### src/hw/rtl/jsu_pkg.sv
// Types, constants and helper functions of the JSON string unescape unit.
package jsu_pkg;

  // Default width of the internal source byte counter.
  localparam int unsigned CountWidth    = 16;
  // Width of the consumed length reported with a done word.
  localparam int unsigned ConsumedWidth = 16;

  // Source characters with a meaning of their own.
  localparam logic [7:0] CharQuote     = 8'h22;
  localparam logic [7:0] CharBackslash = 8'h5C;
  localparam logic [7:0] CharLowerB    = 8'h62;
  localparam logic [7:0] CharLowerF    = 8'h66;
  localparam logic [7:0] CharLowerN    = 8'h6E;
  localparam logic [7:0] CharLowerR    = 8'h72;
  localparam logic [7:0] CharLowerT    = 8'h74;
  localparam logic [7:0] CharLowerU    = 8'h75;

  // Control bytes produced by the short escapes.
  localparam logic [7:0] CtrlBackspace = 8'h08;
  localparam logic [7:0] CtrlFormFeed  = 8'h0C;
  localparam logic [7:0] CtrlNewline   = 8'h0A;
  localparam logic [7:0] CtrlReturn    = 8'h0D;
  localparam logic [7:0] CtrlTab       = 8'h09;

  // UTF-8 encoding limits and prefixes.
  localparam logic [15:0] Utf8TwoByteMin   = 16'h0080;
  localparam logic [15:0] Utf8ThreeByteMin = 16'h0800;
  localparam logic [7:0]  Utf8Lead2        = 8'hC0;
  localparam logic [7:0]  Utf8Lead3        = 8'hE0;
  localparam logic [7:0]  Utf8Cont         = 8'h80;
  localparam logic [5:0]  Utf8ContMask     = 6'h3F;

  // Result kinds.
  typedef enum logic [2:0] {
    KIND_DATA     = 3'd0,
    KIND_DONE     = 3'd1,
    KIND_BAD_HEX  = 3'd2,
    KIND_UNTERM   = 3'd3,
    KIND_NO_QUOTE = 3'd4
  } kind_e;

  // Decoder phases.
  typedef enum logic [2:0] {
    PH_IDLE,
    PH_BODY,
    PH_ESC,
    PH_HEX,
    PH_DISCARD
  } phase_e;

  // Input word.
  typedef struct packed {
    logic [7:0] in_byte;
    logic       source_end;
  } in_word_t;

  // Output word.
  typedef struct packed {
    logic [7:0]               out_byte;
    kind_e                    kind;
    logic [ConsumedWidth-1:0] consumed;
    logic                     last;
  } out_word_t;

  // All results caused by one source byte: up to three data bytes, then an
  // optional closing word (done or an error).
  typedef struct packed {
    logic [2:0][7:0]          data;
    logic [1:0]               n_data;
    logic                     has_tail;
    kind_e                    tail_kind;
    logic [ConsumedWidth-1:0] consumed;
  } bundle_t;

  // Hex digit decode: bit 4 is set for a valid digit, bits 3:0 hold its value.
  function automatic logic [4:0] hex_digit(input logic [7:0] c);
    logic [4:0] res;
    res = '0;
    if (c >= 8'h30 && c <= 8'h39) begin
      res = {1'b1, 4'(c - 8'h30)};
    end else if (c >= 8'h41 && c <= 8'h46) begin
      res = {1'b1, 4'(c - 8'h37)};
    end else if (c >= 8'h61 && c <= 8'h66) begin
      res = {1'b1, 4'(c - 8'h57)};
    end
    return res;
  endfunction

  // Number of output words in a bundle.
  function automatic logic [2:0] bundle_len(input bundle_t b);
    return {1'b0, b.n_data} + {2'b00, b.has_tail};
  endfunction

endpackage

### src/hw/rtl/jsu_stream_if.sv
// Valid/ready stream interface carrying one payload word per handshake.
interface jsu_stream_if #(
  parameter type payload_t = logic
);
  logic     valid;
  logic     ready;
  payload_t data;

  modport source (output valid, output data, input ready);
  modport sink   (input valid, input data, output ready);
endinterface

### src/hw/rtl/jsu_decoder.sv
// Escape decoder: parser state and the result bundle for each accepted byte.
module jsu_decoder #(
  parameter int unsigned COUNT_WIDTH = jsu_pkg::CountWidth
) (
  input  logic              clk_i,
  input  logic              rst_ni,
  input  logic              accept_i,
  input  jsu_pkg::in_word_t word_i,
  output jsu_pkg::bundle_t  bundle_o
);
  import jsu_pkg::*;

  localparam int unsigned ExtWidth =
    (COUNT_WIDTH > ConsumedWidth) ? COUNT_WIDTH : ConsumedWidth;

  phase_e                 phase_q, phase_d;
  logic [1:0]             hex_count_q, hex_count_d;
  logic [15:0]            code_point_q, code_point_d;
  logic [COUNT_WIDTH-1:0] byte_count_q, byte_count_d;

  logic [7:0]             c;
  logic                   src_end;
  logic                   is_quote;
  logic                   is_bs;
  logic [4:0]             hex;
  logic [15:0]            cp_next;
  logic                   last_digit;
  logic [COUNT_WIDTH-1:0] count_inc;
  logic [ExtWidth-1:0]    count_ext;
  logic [ConsumedWidth-1:0] consumed;
  logic                   open;

  // Shared decode of the incoming byte.
  assign c          = word_i.in_byte;
  assign src_end    = word_i.source_end;
  assign is_quote   = (c == CharQuote);
  assign is_bs      = (c == CharBackslash);
  assign hex        = hex_digit(c);
  assign cp_next    = {code_point_q[11:0], hex[3:0]};
  assign last_digit = (hex_count_q == 2'd3);

  // Saturating byte counter and the consumed length clipped to its field.
  assign count_inc = (byte_count_q == '1) ? byte_count_q : byte_count_q + 1'b1;
  assign count_ext = ExtWidth'(count_inc);
  assign consumed  = (count_ext > ExtWidth'(16'hFFFF)) ? '1
                                                        : count_ext[ConsumedWidth-1:0];

  // The string stays open after this byte unless it closes or fails here.
  always_comb begin
    open = 1'b0;
    case (phase_q)
      PH_IDLE: open = is_quote;
      PH_BODY: open = !is_quote;
      PH_ESC:  open = 1'b1;
      PH_HEX:  open = hex[4];
      default: open = 1'b0;
    endcase
  end

  // Next state.
  always_comb begin
    phase_d      = phase_q;
    hex_count_d  = hex_count_q;
    code_point_d = code_point_q;
    byte_count_d = byte_count_q;
    case (phase_q)
      PH_IDLE: begin
        if (is_quote) begin
          byte_count_d = COUNT_WIDTH'(1);
          phase_d      = PH_BODY;
        end else begin
          phase_d = PH_DISCARD;
        end
      end
      PH_BODY: begin
        byte_count_d = count_inc;
        if (is_quote) begin
          phase_d = PH_DISCARD;
        end else if (is_bs) begin
          phase_d = PH_ESC;
        end
      end
      PH_ESC: begin
        byte_count_d = count_inc;
        if (c == CharLowerU) begin
          phase_d      = PH_HEX;
          hex_count_d  = 2'd0;
          code_point_d = 16'h0000;
        end else begin
          phase_d = PH_BODY;
        end
      end
      PH_HEX: begin
        byte_count_d = count_inc;
        if (!hex[4]) begin
          phase_d = PH_DISCARD;
        end else begin
          code_point_d = cp_next;
          if (last_digit) begin
            hex_count_d = 2'd0;
            phase_d     = PH_BODY;
          end else begin
            hex_count_d = hex_count_q + 2'd1;
          end
        end
      end
      default: begin
        phase_d = PH_DISCARD;
      end
    endcase
    // The end of the source always returns the parser to idle.
    if (src_end) begin
      phase_d     = PH_IDLE;
      hex_count_d = 2'd0;
    end
  end

  // Result bundle: data bytes first, then the closing word if any.
  always_comb begin
    bundle_o = '0;
    case (phase_q)
      PH_IDLE: begin
        if (!is_quote) begin
          bundle_o.has_tail  = 1'b1;
          bundle_o.tail_kind = KIND_NO_QUOTE;
        end
      end
      PH_BODY: begin
        if (is_quote) begin
          bundle_o.has_tail  = 1'b1;
          bundle_o.tail_kind = KIND_DONE;
          bundle_o.consumed  = consumed;
        end else if (!is_bs) begin
          bundle_o.data[0] = c;
          bundle_o.n_data  = 2'd1;
        end
      end
      PH_ESC: begin
        bundle_o.n_data = 2'd1;
        case (c)
          CharLowerB: bundle_o.data[0] = CtrlBackspace;
          CharLowerF: bundle_o.data[0] = CtrlFormFeed;
          CharLowerN: bundle_o.data[0] = CtrlNewline;
          CharLowerR: bundle_o.data[0] = CtrlReturn;
          CharLowerT: bundle_o.data[0] = CtrlTab;
          CharLowerU: bundle_o.n_data  = 2'd0;
          default:    bundle_o.data[0] = c;
        endcase
      end
      PH_HEX: begin
        if (!hex[4]) begin
          bundle_o.has_tail  = 1'b1;
          bundle_o.tail_kind = KIND_BAD_HEX;
        end else if (last_digit) begin
          // UTF-8 encode the gathered code point on its own.
          if (cp_next < Utf8TwoByteMin) begin
            bundle_o.data[0] = cp_next[7:0];
            bundle_o.n_data  = 2'd1;
          end else if (cp_next < Utf8ThreeByteMin) begin
            bundle_o.data[0] = Utf8Lead2 | {3'b000, cp_next[10:6]};
            bundle_o.data[1] = Utf8Cont | {2'b00, cp_next[5:0] & Utf8ContMask};
            bundle_o.n_data  = 2'd2;
          end else begin
            bundle_o.data[0] = Utf8Lead3 | {4'b0000, cp_next[15:12]};
            bundle_o.data[1] = Utf8Cont | {2'b00, cp_next[11:6] & Utf8ContMask};
            bundle_o.data[2] = Utf8Cont | {2'b00, cp_next[5:0] & Utf8ContMask};
            bundle_o.n_data  = 2'd3;
          end
        end
      end
      default: begin
        bundle_o = '0;
      end
    endcase
    // A source that ends inside the string reports it after any data.
    if (src_end && open) begin
      bundle_o.has_tail  = 1'b1;
      bundle_o.tail_kind = KIND_UNTERM;
    end
  end

  // Parser state registers.
  always_ff @(posedge clk_i or negedge rst_ni) begin
    if (!rst_ni) begin
      phase_q      <= PH_IDLE;
      hex_count_q  <= '0;
      code_point_q <= '0;
      byte_count_q <= '0;
    end else if (accept_i) begin
      phase_q      <= phase_d;
      hex_count_q  <= hex_count_d;
      code_point_q <= code_point_d;
      byte_count_q <= byte_count_d;
    end
  end

endmodule

### src/hw/rtl/jsu_result_queue.sv
// Two-entry bundle buffer that hands out the results one word at a time.
module jsu_result_queue (
  input  logic               clk_i,
  input  logic               rst_ni,
  input  logic               push_i,
  input  jsu_pkg::bundle_t   bundle_i,
  output logic               full_o,
  output logic               valid_o,
  input  logic               ready_i,
  output jsu_pkg::out_word_t word_o
);
  import jsu_pkg::*;

  bundle_t    slot_q [2];
  logic       wr_ptr_q, rd_ptr_q;
  logic [1:0] fill_q, fill_d;
  logic [1:0] idx_q, idx_d;
  bundle_t    head;
  logic [2:0] len;
  logic       is_last;
  logic       take;
  logic       pop;

  // Head bundle and the position of the word within it.
  assign head    = slot_q[rd_ptr_q];
  assign len     = bundle_len(head);
  assign is_last = ({1'b0, idx_q} == (len - 3'd1));
  assign valid_o = (fill_q != 2'd0);
  assign full_o  = (fill_q == 2'd2);
  assign take    = valid_o && ready_i;
  assign pop     = take && is_last;

  // Output word selection: data bytes, then the closing word.
  always_comb begin
    word_o          = '0;
    word_o.last     = is_last;
    if (idx_q < head.n_data) begin
      word_o.kind = KIND_DATA;
      case (idx_q)
        2'd0:    word_o.out_byte = head.data[0];
        2'd1:    word_o.out_byte = head.data[1];
        2'd2:    word_o.out_byte = head.data[2];
        default: word_o.out_byte = '0;
      endcase
    end else begin
      word_o.kind     = head.tail_kind;
      word_o.consumed = head.consumed;
    end
  end

  // Fill level and word index updates.
  always_comb begin
    fill_d = fill_q + {1'b0, push_i} - {1'b0, pop};
    idx_d  = idx_q;
    if (take) begin
      idx_d = is_last ? 2'd0 : idx_q + 2'd1;
    end
  end

  // Control registers.
  always_ff @(posedge clk_i or negedge rst_ni) begin
    if (!rst_ni) begin
      wr_ptr_q <= 1'b0;
      rd_ptr_q <= 1'b0;
      fill_q   <= '0;
      idx_q    <= '0;
    end else begin
      fill_q <= fill_d;
      idx_q  <= idx_d;
      if (push_i) begin
        wr_ptr_q <= !wr_ptr_q;
      end
      if (pop) begin
        rd_ptr_q <= !rd_ptr_q;
      end
    end
  end

  // Bundle storage.
  always_ff @(posedge clk_i) begin
    if (push_i) begin
      slot_q[wr_ptr_q] <= bundle_i;
    end
  end

endmodule

### src/hw/rtl/json_string_unescape_unit.sv
// Top level of the JSON string unescape unit.
//
//   Channel  Direction  Word per handshake
//   in_if    sink       one source byte with its end flag
//   out_if   source     one decoded byte, done marker or error
//
// One source byte is accepted per cycle. A byte that yields several words
// (up to three UTF-8 bytes plus a closing word) hands them out one word at
// a time; the two-entry result buffer sets how far input can run ahead.
// Reset returns the parser to waiting for the opening quote and empties
// the buffer. Input stalls only while both buffer entries hold results.
module json_string_unescape_unit #(
  parameter int unsigned COUNT_WIDTH = jsu_pkg::CountWidth
) (
  input  logic                clk_i,
  input  logic                rst_ni,
  jsu_stream_if.sink          in_if,
  jsu_stream_if.source        out_if
);
  import jsu_pkg::*;

  logic    accept;
  logic    push;
  logic    full;
  bundle_t bundle;

  // Input handshake.
  assign in_if.ready = !full;
  assign accept      = in_if.valid && in_if.ready;
  assign push        = accept && (bundle_len(bundle) != 3'd0);

  // Byte decoder.
  jsu_decoder #(
    .COUNT_WIDTH (COUNT_WIDTH)
  ) u_decoder (
    .clk_i    (clk_i),
    .rst_ni   (rst_ni),
    .accept_i (accept),
    .word_i   (in_if.data),
    .bundle_o (bundle)
  );

  // Result buffer and serializer.
  jsu_result_queue u_queue (
    .clk_i    (clk_i),
    .rst_ni   (rst_ni),
    .push_i   (push),
    .bundle_i (bundle),
    .full_o   (full),
    .valid_o  (out_if.valid),
    .ready_i  (out_if.ready),
    .word_o   (out_if.data)
  );

endmodule

### src/flat_wrapper.sv
// flat-port wrapper written by rule: the top's interface ports become plain ports
module json_string_unescape_unit_flat import jsu_pkg::*;
#(
  parameter int unsigned COUNT_WIDTH = jsu_pkg::CountWidth
)
  (clk_i, rst_ni, in_if_valid, in_if_data, in_if_ready, out_if_valid, out_if_data, out_if_ready);
  jsu_stream_if in_if_i ();
  jsu_stream_if out_if_i ();
  input  logic clk_i;
  input  logic rst_ni;
  input wire logic [$bits(in_if_i.valid)-1:0] in_if_valid;
  input wire logic [$bits(in_if_i.data)-1:0] in_if_data;
  output wire logic [$bits(in_if_i.ready)-1:0] in_if_ready;
  output wire logic [$bits(out_if_i.valid)-1:0] out_if_valid;
  output wire logic [$bits(out_if_i.data)-1:0] out_if_data;
  input wire logic [$bits(out_if_i.ready)-1:0] out_if_ready;
  assign in_if_i.valid = in_if_valid;
  assign in_if_i.data = in_if_data;
  assign in_if_ready = in_if_i.ready;
  assign out_if_valid = out_if_i.valid;
  assign out_if_data = out_if_i.data;
  assign out_if_i.ready = out_if_ready;
  json_string_unescape_unit #(.COUNT_WIDTH(COUNT_WIDTH)) u_core (.clk_i(clk_i), .rst_ni(rst_ni), .in_if(in_if_i), .out_if(out_if_i));
endmodule
### config.mk
export PLATFORM = sky130hd
export DESIGN_NAME = json_string_unescape_unit_flat
export DESIGN_NICKNAME = d
export VERILOG_FILES = /design/src/hw/rtl/jsu_pkg.sv /design/src/hw/rtl/jsu_stream_if.sv /design/src/hw/rtl/jsu_decoder.sv /design/src/hw/rtl/jsu_result_queue.sv /design/src/hw/rtl/json_string_unescape_unit.sv /design/src/flat_wrapper.sv
export SDC_FILE = /design/constraint.sdc
export NUM_CORES = 1
export LEC_CHECK = 0
export BUFFER_PORTS_ARGS = -buffer_cell sky130_fd_sc_hd__buf_4
export CAP_MARGIN = 30
export CORE_AREA = 2 2 39 41
export DETAILED_ROUTE_END_ITERATION = 16
export DIE_AREA = 0 0 41 43
export GPL_ROUTABILITY_DRIVEN = 0
export PLACE_DENSITY = 0.56
export SLEW_MARGIN = 5
export SYNTH_ARGS = -nofsm -noshare
export SYNTH_HDL_FRONTEND = slang
export SYNTH_SLANG_ARGS = --single-unit
export TNS_END_PERCENT = 50
### constraint.sdc
create_clock -name clk_i -period 1.7 [get_ports clk_i]
set_input_delay 0.17 -clock clk_i [delete_from_list [all_inputs] [get_ports clk_i]]
set_output_delay 0.17 -clock clk_i [all_outputs]
set_load 0.02 [all_outputs]
## Word level (Yosys, flattened, before mapping)

Memory sizes are Yosys's and may differ from the RTL's.
Index checks and enable logic that the tools add are counted.

| storage, ports and cells | value |
|---|---|
| register bits | 9 |
| bits in latches | 0 |
| word-level logic and storage cells | 40 |
| input bits | 5 |
| memories kept | 1 |
| bits in read-only memories | 0 |
| bits in writable memories | 10 |
| output and inout port bits | 3 |

| operators by class | value |
|---|---|
| bitwise gates (word level) | 0 |
| divide/modulo/power cells | 0 |
| shifts and indexed selects | 0 |
| reductions and logical operators | 13 |
| order comparisons | 0 |
| equal/unequal tests | 6 |
| add/sub/neg operators | 6 |
| muxes and demuxes | 9 |
| multipliers | 0 |

Memories:

| memory | words | width | read ports | clocked after memory_dff | wr ports | RTL line | source |
|---|---|---|---|---|---|---|---|
| u_core.u_queue.slot_q | 2 | 5 | 1 | 0 | 1 | jsu_result_queue.sv:14 | `bundle_t slot_q [2];` |

Operators with widths:

| cell | number |
|---|---|
| $pmux 4 s2 | 1 |
| $eq 3x2->1 const B | 2 |
| $pmux 3 s2 | 1 |
| $logic_and 1x1->1 | 5 |
| $mux 1 | 4 |
| $mux 4 | 1 |
| $add 2x1->3 | 1 |
| $eq 2x3->1 | 1 |
| $eq 3x1->1 const B | 1 |
| $logic_not 1->1 | 3 |
| $logic_not 3->1 | 1 |
| $mux 3 | 1 |
| $reduce_bool 3->1 | 1 |
| $sub 3x1->3 const B | 1 |
| $add 1x1->2 | 1 |
| $add 2x1->2 | 1 |
| $add 2x1->2 const B | 1 |
| $eq 2x2->1 const B | 1 |
| $mux 2 | 1 |
| $ne 2x2->1 const B | 1 |
| $reduce_and 2->1 | 1 |
| $reduce_bool 2->1 | 1 |
| $reduce_or 2->1 | 1 |
| $sub 2x1->2 | 1 |

## Longest topological paths before layout

| depth | value |
|---|---|
| depth after elaboration | 10 |
| gate-level depth with buffers | 7 |
| depth with buffers taken out | 7 |

## Hierarchy

A second synthesis with hierarchy kept.

| second synthesis, totals | value |
|---|---|
| cells, all modules | 602 |
| area total of the unflattened synthesis | 6942.9 um^2 |

Modules (own cells, without submodules):

| module | times used | area an instance (um^2) | seq. area each (um^2) | cells an instance |
|---|---|---|---|---|
| jsu_result_queue | 1 | 3988.8 | 2912.8 | 236 |
| jsu_decoder | 1 | 2899.0 | 825.8 | 360 |
| json_string_unescape_unit | 1 | 55.1 | 0.0 | 6 |

## Worst setup path after synthesis

Ideal clock, no wire load.

| path | value |
|---|---|
| path type | register -> register |
| from | register u_core.u_queue.fill_q[0] |
| to | register u_core.u_queue.fill_q[1] |
| path buffers | 0 |
| slack | 135 ps |
| data arrival time | 1443 ps |
| cell stages (with the launch flop) | 8 |
| data required time | 1577 ps |
| clock period less this slack | 1565 ps |
| library setup time | 123 ps |
| cells stage by stage | dfrtp_1 nand2b_2 nand3_2 ha_1 inv_1 ha_1 xnor2_1 xnor2_1 |

| between the ends | value |
|---|---|
| cells in the longest elaborated chain, start to end | 6 |
| elaborated cells on any way between the ends | 9 |
| classes of those cells | add/sub (2); eq/ne (1); reduce/logical (6) |

RTL lines:

| item | RTL line | source |
|---|---|---|
| start: declaration | jsu_result_queue.sv:16 | `logic [1:0] fill_q, fill_d;` |
| start signal: assignment | jsu_result_queue.sv:68 | `fill_q <= fill_d;` |
| $eq 2x2->1 | jsu_result_queue.sv:29 | `assign full_o = (fill_q == 2'd2);` |
| $logic_not 1->1 | json_string_unescape_unit.sv:28 | `assign in_if.ready = !full;` |
| named net in_if_ready | flat_wrapper.sv:13 | `output wire logic [$bits(in_if_i.ready)-1:0] in_if_ready;` |
| $logic_and 1x1->1 | json_string_unescape_unit.sv:29 | `assign accept = in_if.valid && in_if.ready;` |
| $logic_and 1x1->1 | json_string_unescape_unit.sv:30 | `assign push = accept && (bundle_len(bundle) != 3'd0);` |
| $add 2x1->2 | jsu_result_queue.sv:53 | `fill_d = fill_q + {1'b0, push_i} - {1'b0, pop};` |
| $sub 2x1->2 | jsu_result_queue.sv:53 |  |
| named net u_core.u_queue.fill_d[1] | jsu_result_queue.sv:16 |  |

The timed path passes the listed nets, and every way through them passes these cells.
A chain may end at the register's enable or synchronous reset.

## Final worst setup path

| path | value |
|---|---|
| from | register u_core.u_queue.rd_ptr_q |
| to | register u_core.u_queue.fill_q[1] |

| between the ends | value |
|---|---|
| cells in the longest elaborated chain, start to end | 6 |

RTL lines:

| item | RTL line | source |
|---|---|---|
| start: declaration | jsu_result_queue.sv:15 | `logic wr_ptr_q, rd_ptr_q;` |
| start signal: assignment | jsu_result_queue.sv:74 | `rd_ptr_q <= !rd_ptr_q;` |
| $mem_v2 2x5 | n/a |  |
| $add 2x1->3 | jsu_pkg.sv:92 | `return {1'b0, b.n_data} + {2'b00, b.has_tail};` |
| $sub 3x1->3 | jsu_result_queue.sv:27 | `assign is_last = ({1'b0, idx_q} == (len - 3'd1));` |
| $eq 2x3->1 | jsu_result_queue.sv:27 |  |
| $logic_and 1x1->1 | jsu_result_queue.sv:31 | `assign pop = take && is_last;` |
| named net u_core.u_queue.pop | jsu_result_queue.sv:22 | `logic pop;` |
| $sub 2x1->2 | jsu_result_queue.sv:53 |  |
| named net u_core.u_queue.fill_d[1] | jsu_result_queue.sv:16 |  |

The timed path passes the listed nets, and every way through them passes these cells.

==> summary.md <==
| Metric | Value |
|---|---|
| Tmin final | `1.693 ns` |
| Vias | `321` |
| Ports | `8` |
| Relative slew slack | `0.8222` |
| Switching portion of total power | `0.3782` |
| CTS max path bufs | `2` |
| CP top delay family | `adder cells` |
| Number of antenna diodes | `0` |
| Layout cells sized above 1 | `0.4423` |
| TritonCTS clock tree | `built` |
| Initial core utilization | `0.3092` |
| Clock network power share | `0.153` |
| Synth cell count leaders | `7 x dfrtp_1, 4 x xnor2_1, 3 x inv_1, 3 x nor2_1` |
| Initial antenna violation count | `0` |
| Clock Skew | `0.002598 ns` |
| Worst path buffer plus inverter count | `1` |
| Setup TNS Final | `0 ns` |
| HPWL after detailed placement | `552 um` |
| CP cell instances | `mux2i_2 -> nor4_2 -> ha_1 -> inv_2 -> ha_4 -> xnor2_2 -> xnor2_1` |
| Grt total ovfl | `0` |
| Reg-to-reg slack, setup | `0.007 ns` |
| Post-Synthesis Cells | `37` |
| Post-synth EDFFs | `2` |
| Fin cells | `68` |
| CP max FO | `3` |
| Seq/Total Area, Yosys | `0.5497` |
| Vias in the first global route | `322` |
| Vias per cell | `4.721` |
| Slew Viols, Final | `0` |
| Asr flop ratio synth | `0.7778` |
| Die Y | `43 um` |
| First-pass DRT Iterations | `3` |
| Synthesized area | `427.9 um2` |
| Clk pin slew, worst setup/hold paths | `0.06 ns` |
| Min-Delay Path Class | `primary input to flop` |
| Final setup viols | `0` |
| DRC | `0` |
| Synth top area cells | `dfrtp_1 41%, edfxtp_1 14%, xnor2_1 8.2%` |
| Chip width | `41 um` |
| CP max stage delay | `0.41 ns` |
| Area Overhead vs Synth | `37.72%` |
| Part of the power in registers | `0.391` |
| Maxcap violations | `0` |
| Crit path capture type | `flop` |
| GRT Total Usage | `0.1258` |
| FF+latch count, synth | `9` |
| Status | `finished clean` |
| Final setup margin | `0.006572 ns` |
| Die Footprint | `0.001763 mm2` |
| CTS buffer count | `3` |
| WS Path Type | `flop to flop` |
| CTS sink count | `9` |
| Synth warn | `0` |
| DR WL/cell | `11.94 um` |
| Worst-Margin Slew | `0.2645 ns` |
| CP arrival | `1.88 ns` |
| Comb pwr share | `0.457` |
| Net count after synthesis | `44` |
| Row cnt | `14` |
| Largest net degree at the start of global routing | `8` |
| Final Hold Fails | `0` |
| Worst-Skew Late Latency | `0.26 ns` |
| Area of the core | `0.001384 mm2` |
| Avg Inst Size Synth | `11.57 um2` |
| PwrDens | `1857 mW/mm2` |
| Most frequent cell after synthesis | `dfrtp_1` |
| Peak supply drop | `0.7951 mV` |
| Final net count | `60` |
| H-tree Lvls | `1` |
| IO Port Bufs | `7` |
| Leakage power | `0.2507 nW` |
| Slowest cell on crit path | `dfrtp_1` |
| Critical Path RT | `1.88 ns` |
| Synth unique cells | `19` |
| Final period utilization | `0.9961` |
| Routed Antenna Nets | `0` |
| RSZ-0062 raised after global routing | `yes` |
| CTS root buf | `clkbuf_4` |
| Synth Flop Type | `dfrtp_1` |
| NetSw | `0.4139 mW` |
| Fin util | `0.4259` |
| Cell internal pwr | `0.6806 mW` |
| CP Launch Type | `flop` |
| Max Freq | `590.5 MHz` |
| 1st-iter DRT viols | `9` |
| Leading area contributor after synthesis | `dfrtp_1` |
| Share of the synthesized area in the top cell type | `0.4094` |
| Pre-CTS WS | `0.006552 ns` |
| Inst Count DP | `61` |
| Overall power | `1.094 mW` |
| Final WL | `812 um` |
| Global-route wire length before repair | `1407 um` |
[metal layers]
metal	vias to the layer above	track usage	part of all wire
li1	160	-	-
met5	-	0	0
met3	0	0.09424	0.052
met1	153	0.1528	0.47
met2	8	0.1781	0.47
met4	0	0.02000	0
[per-stage QoR]
stage / cell area (um2) / hold slack [ns]
5_1_grt: 589.3 / 0.08602
3_3_place_gp: 508.0 / -0.008726
6_report: 589.3 / 0.09895
4_1_cts: 550.5 / 0.09137
2_1_floorplan: 427.9 / -0.1256
3_5_place_dp: 508.0 / -0.008459
[power by group through the flow]
stage | clock network, mW | logic (mW) | registers (mW)
3_5_place_dp | 0 | 0.420 | 0.411
5_1_grt | 0.192 | 0.563 | 0.442
2_1_floorplan | 0 | 0.290 | 0.406
3_3_place_gp | 0 | 0.415 | 0.411
6_report | 0.167 | 0.500 | 0.428
4_1_cts | 0.175 | 0.431 | 0.411
[cell type report]
cell class,instances,area [um2]
Fill cell,137,794.5
Sequential cell,9,235.2
Multi-Input combinational cell,25,211.5
Timing Repair Buffer,11,85.08
Clock buffer,4,26.28
Tap cell,16,20.02
Inverter,3,11.26
[final timing paths]
check / start / endpoint / cells past startpoint
max: u_core.u_queue.rd_ptr_q / u_core.u_queue.fill_q[1] / 7
min: in_if_data / u_core.u_decoder.phase_q[2] / 2
max reg2reg: u_core.u_queue.rd_ptr_q / u_core.u_queue.fill_q[1] / 7
min reg2reg: u_core.u_queue.wr_ptr_q / u_core.u_queue.wr_ptr_q / 1
max in group asynchronous: rst_ni / u_core.u_queue.idx_q[1] / 2
min in group asynchronous: rst_ni / u_core.u_queue.idx_q[0] / 2
[state kept, by name, summed over array words and instances (netlist names)]
| register | flops |
|---|---|
| u_core.u_queue.fill_q | 2 |
| u_core.u_queue.idx_q | 2 |
| u_core.u_queue.slot_q | 2 |
| u_core.u_decoder.phase_q | 1 |
| u_core.u_queue.rd_ptr_q | 1 |
| u_core.u_queue.wr_ptr_q | 1 |
[worst reg2reg max path, delay by kind of cell (launching register included)]
family,cells,cell delay [ns]
buf+inv,1,0.07
xor+xnor,2,0.22
fa+ha+maj,2,0.42
flops,1,0.41
mux,1,0.18
simple gates,1,0.33
[timing repair]
item / CTS / global route
gates resized for setup: 1 / 6
cloned: 0 / 0
hold buffers: 1 / 0
endpoints found under the hold margin: 7 / 0
pin swaps: 0 / 3
buffers inserted: 0 / 2
endpoints found under the setup margin: 1 / 1
[layout by cell type, fill, tap and decap left out, types with 2 or more instances in the layout]
cell	instances
buf_4	10
dfrtp_1	7
xnor2_1	3
nor2_1	3
clkbuf_4	3
inv_1	2
a31oi_1	2
nand2_1	2
edfxtp_1	2
[logic make-up after synthesis]
family,after synthesis,synth area share
AOI/OAI and AO/OA,7,0.1053
muxes,1,0.02339
DFF,9,0.5497
adders and majority gates,2,0.05847
xor gates and xnor gates,4,0.08186
and+or+nand+nor,11,0.1550
buffers and inverters,3,0.02631
Note: power is estimated with default switching activity, not from simulation.
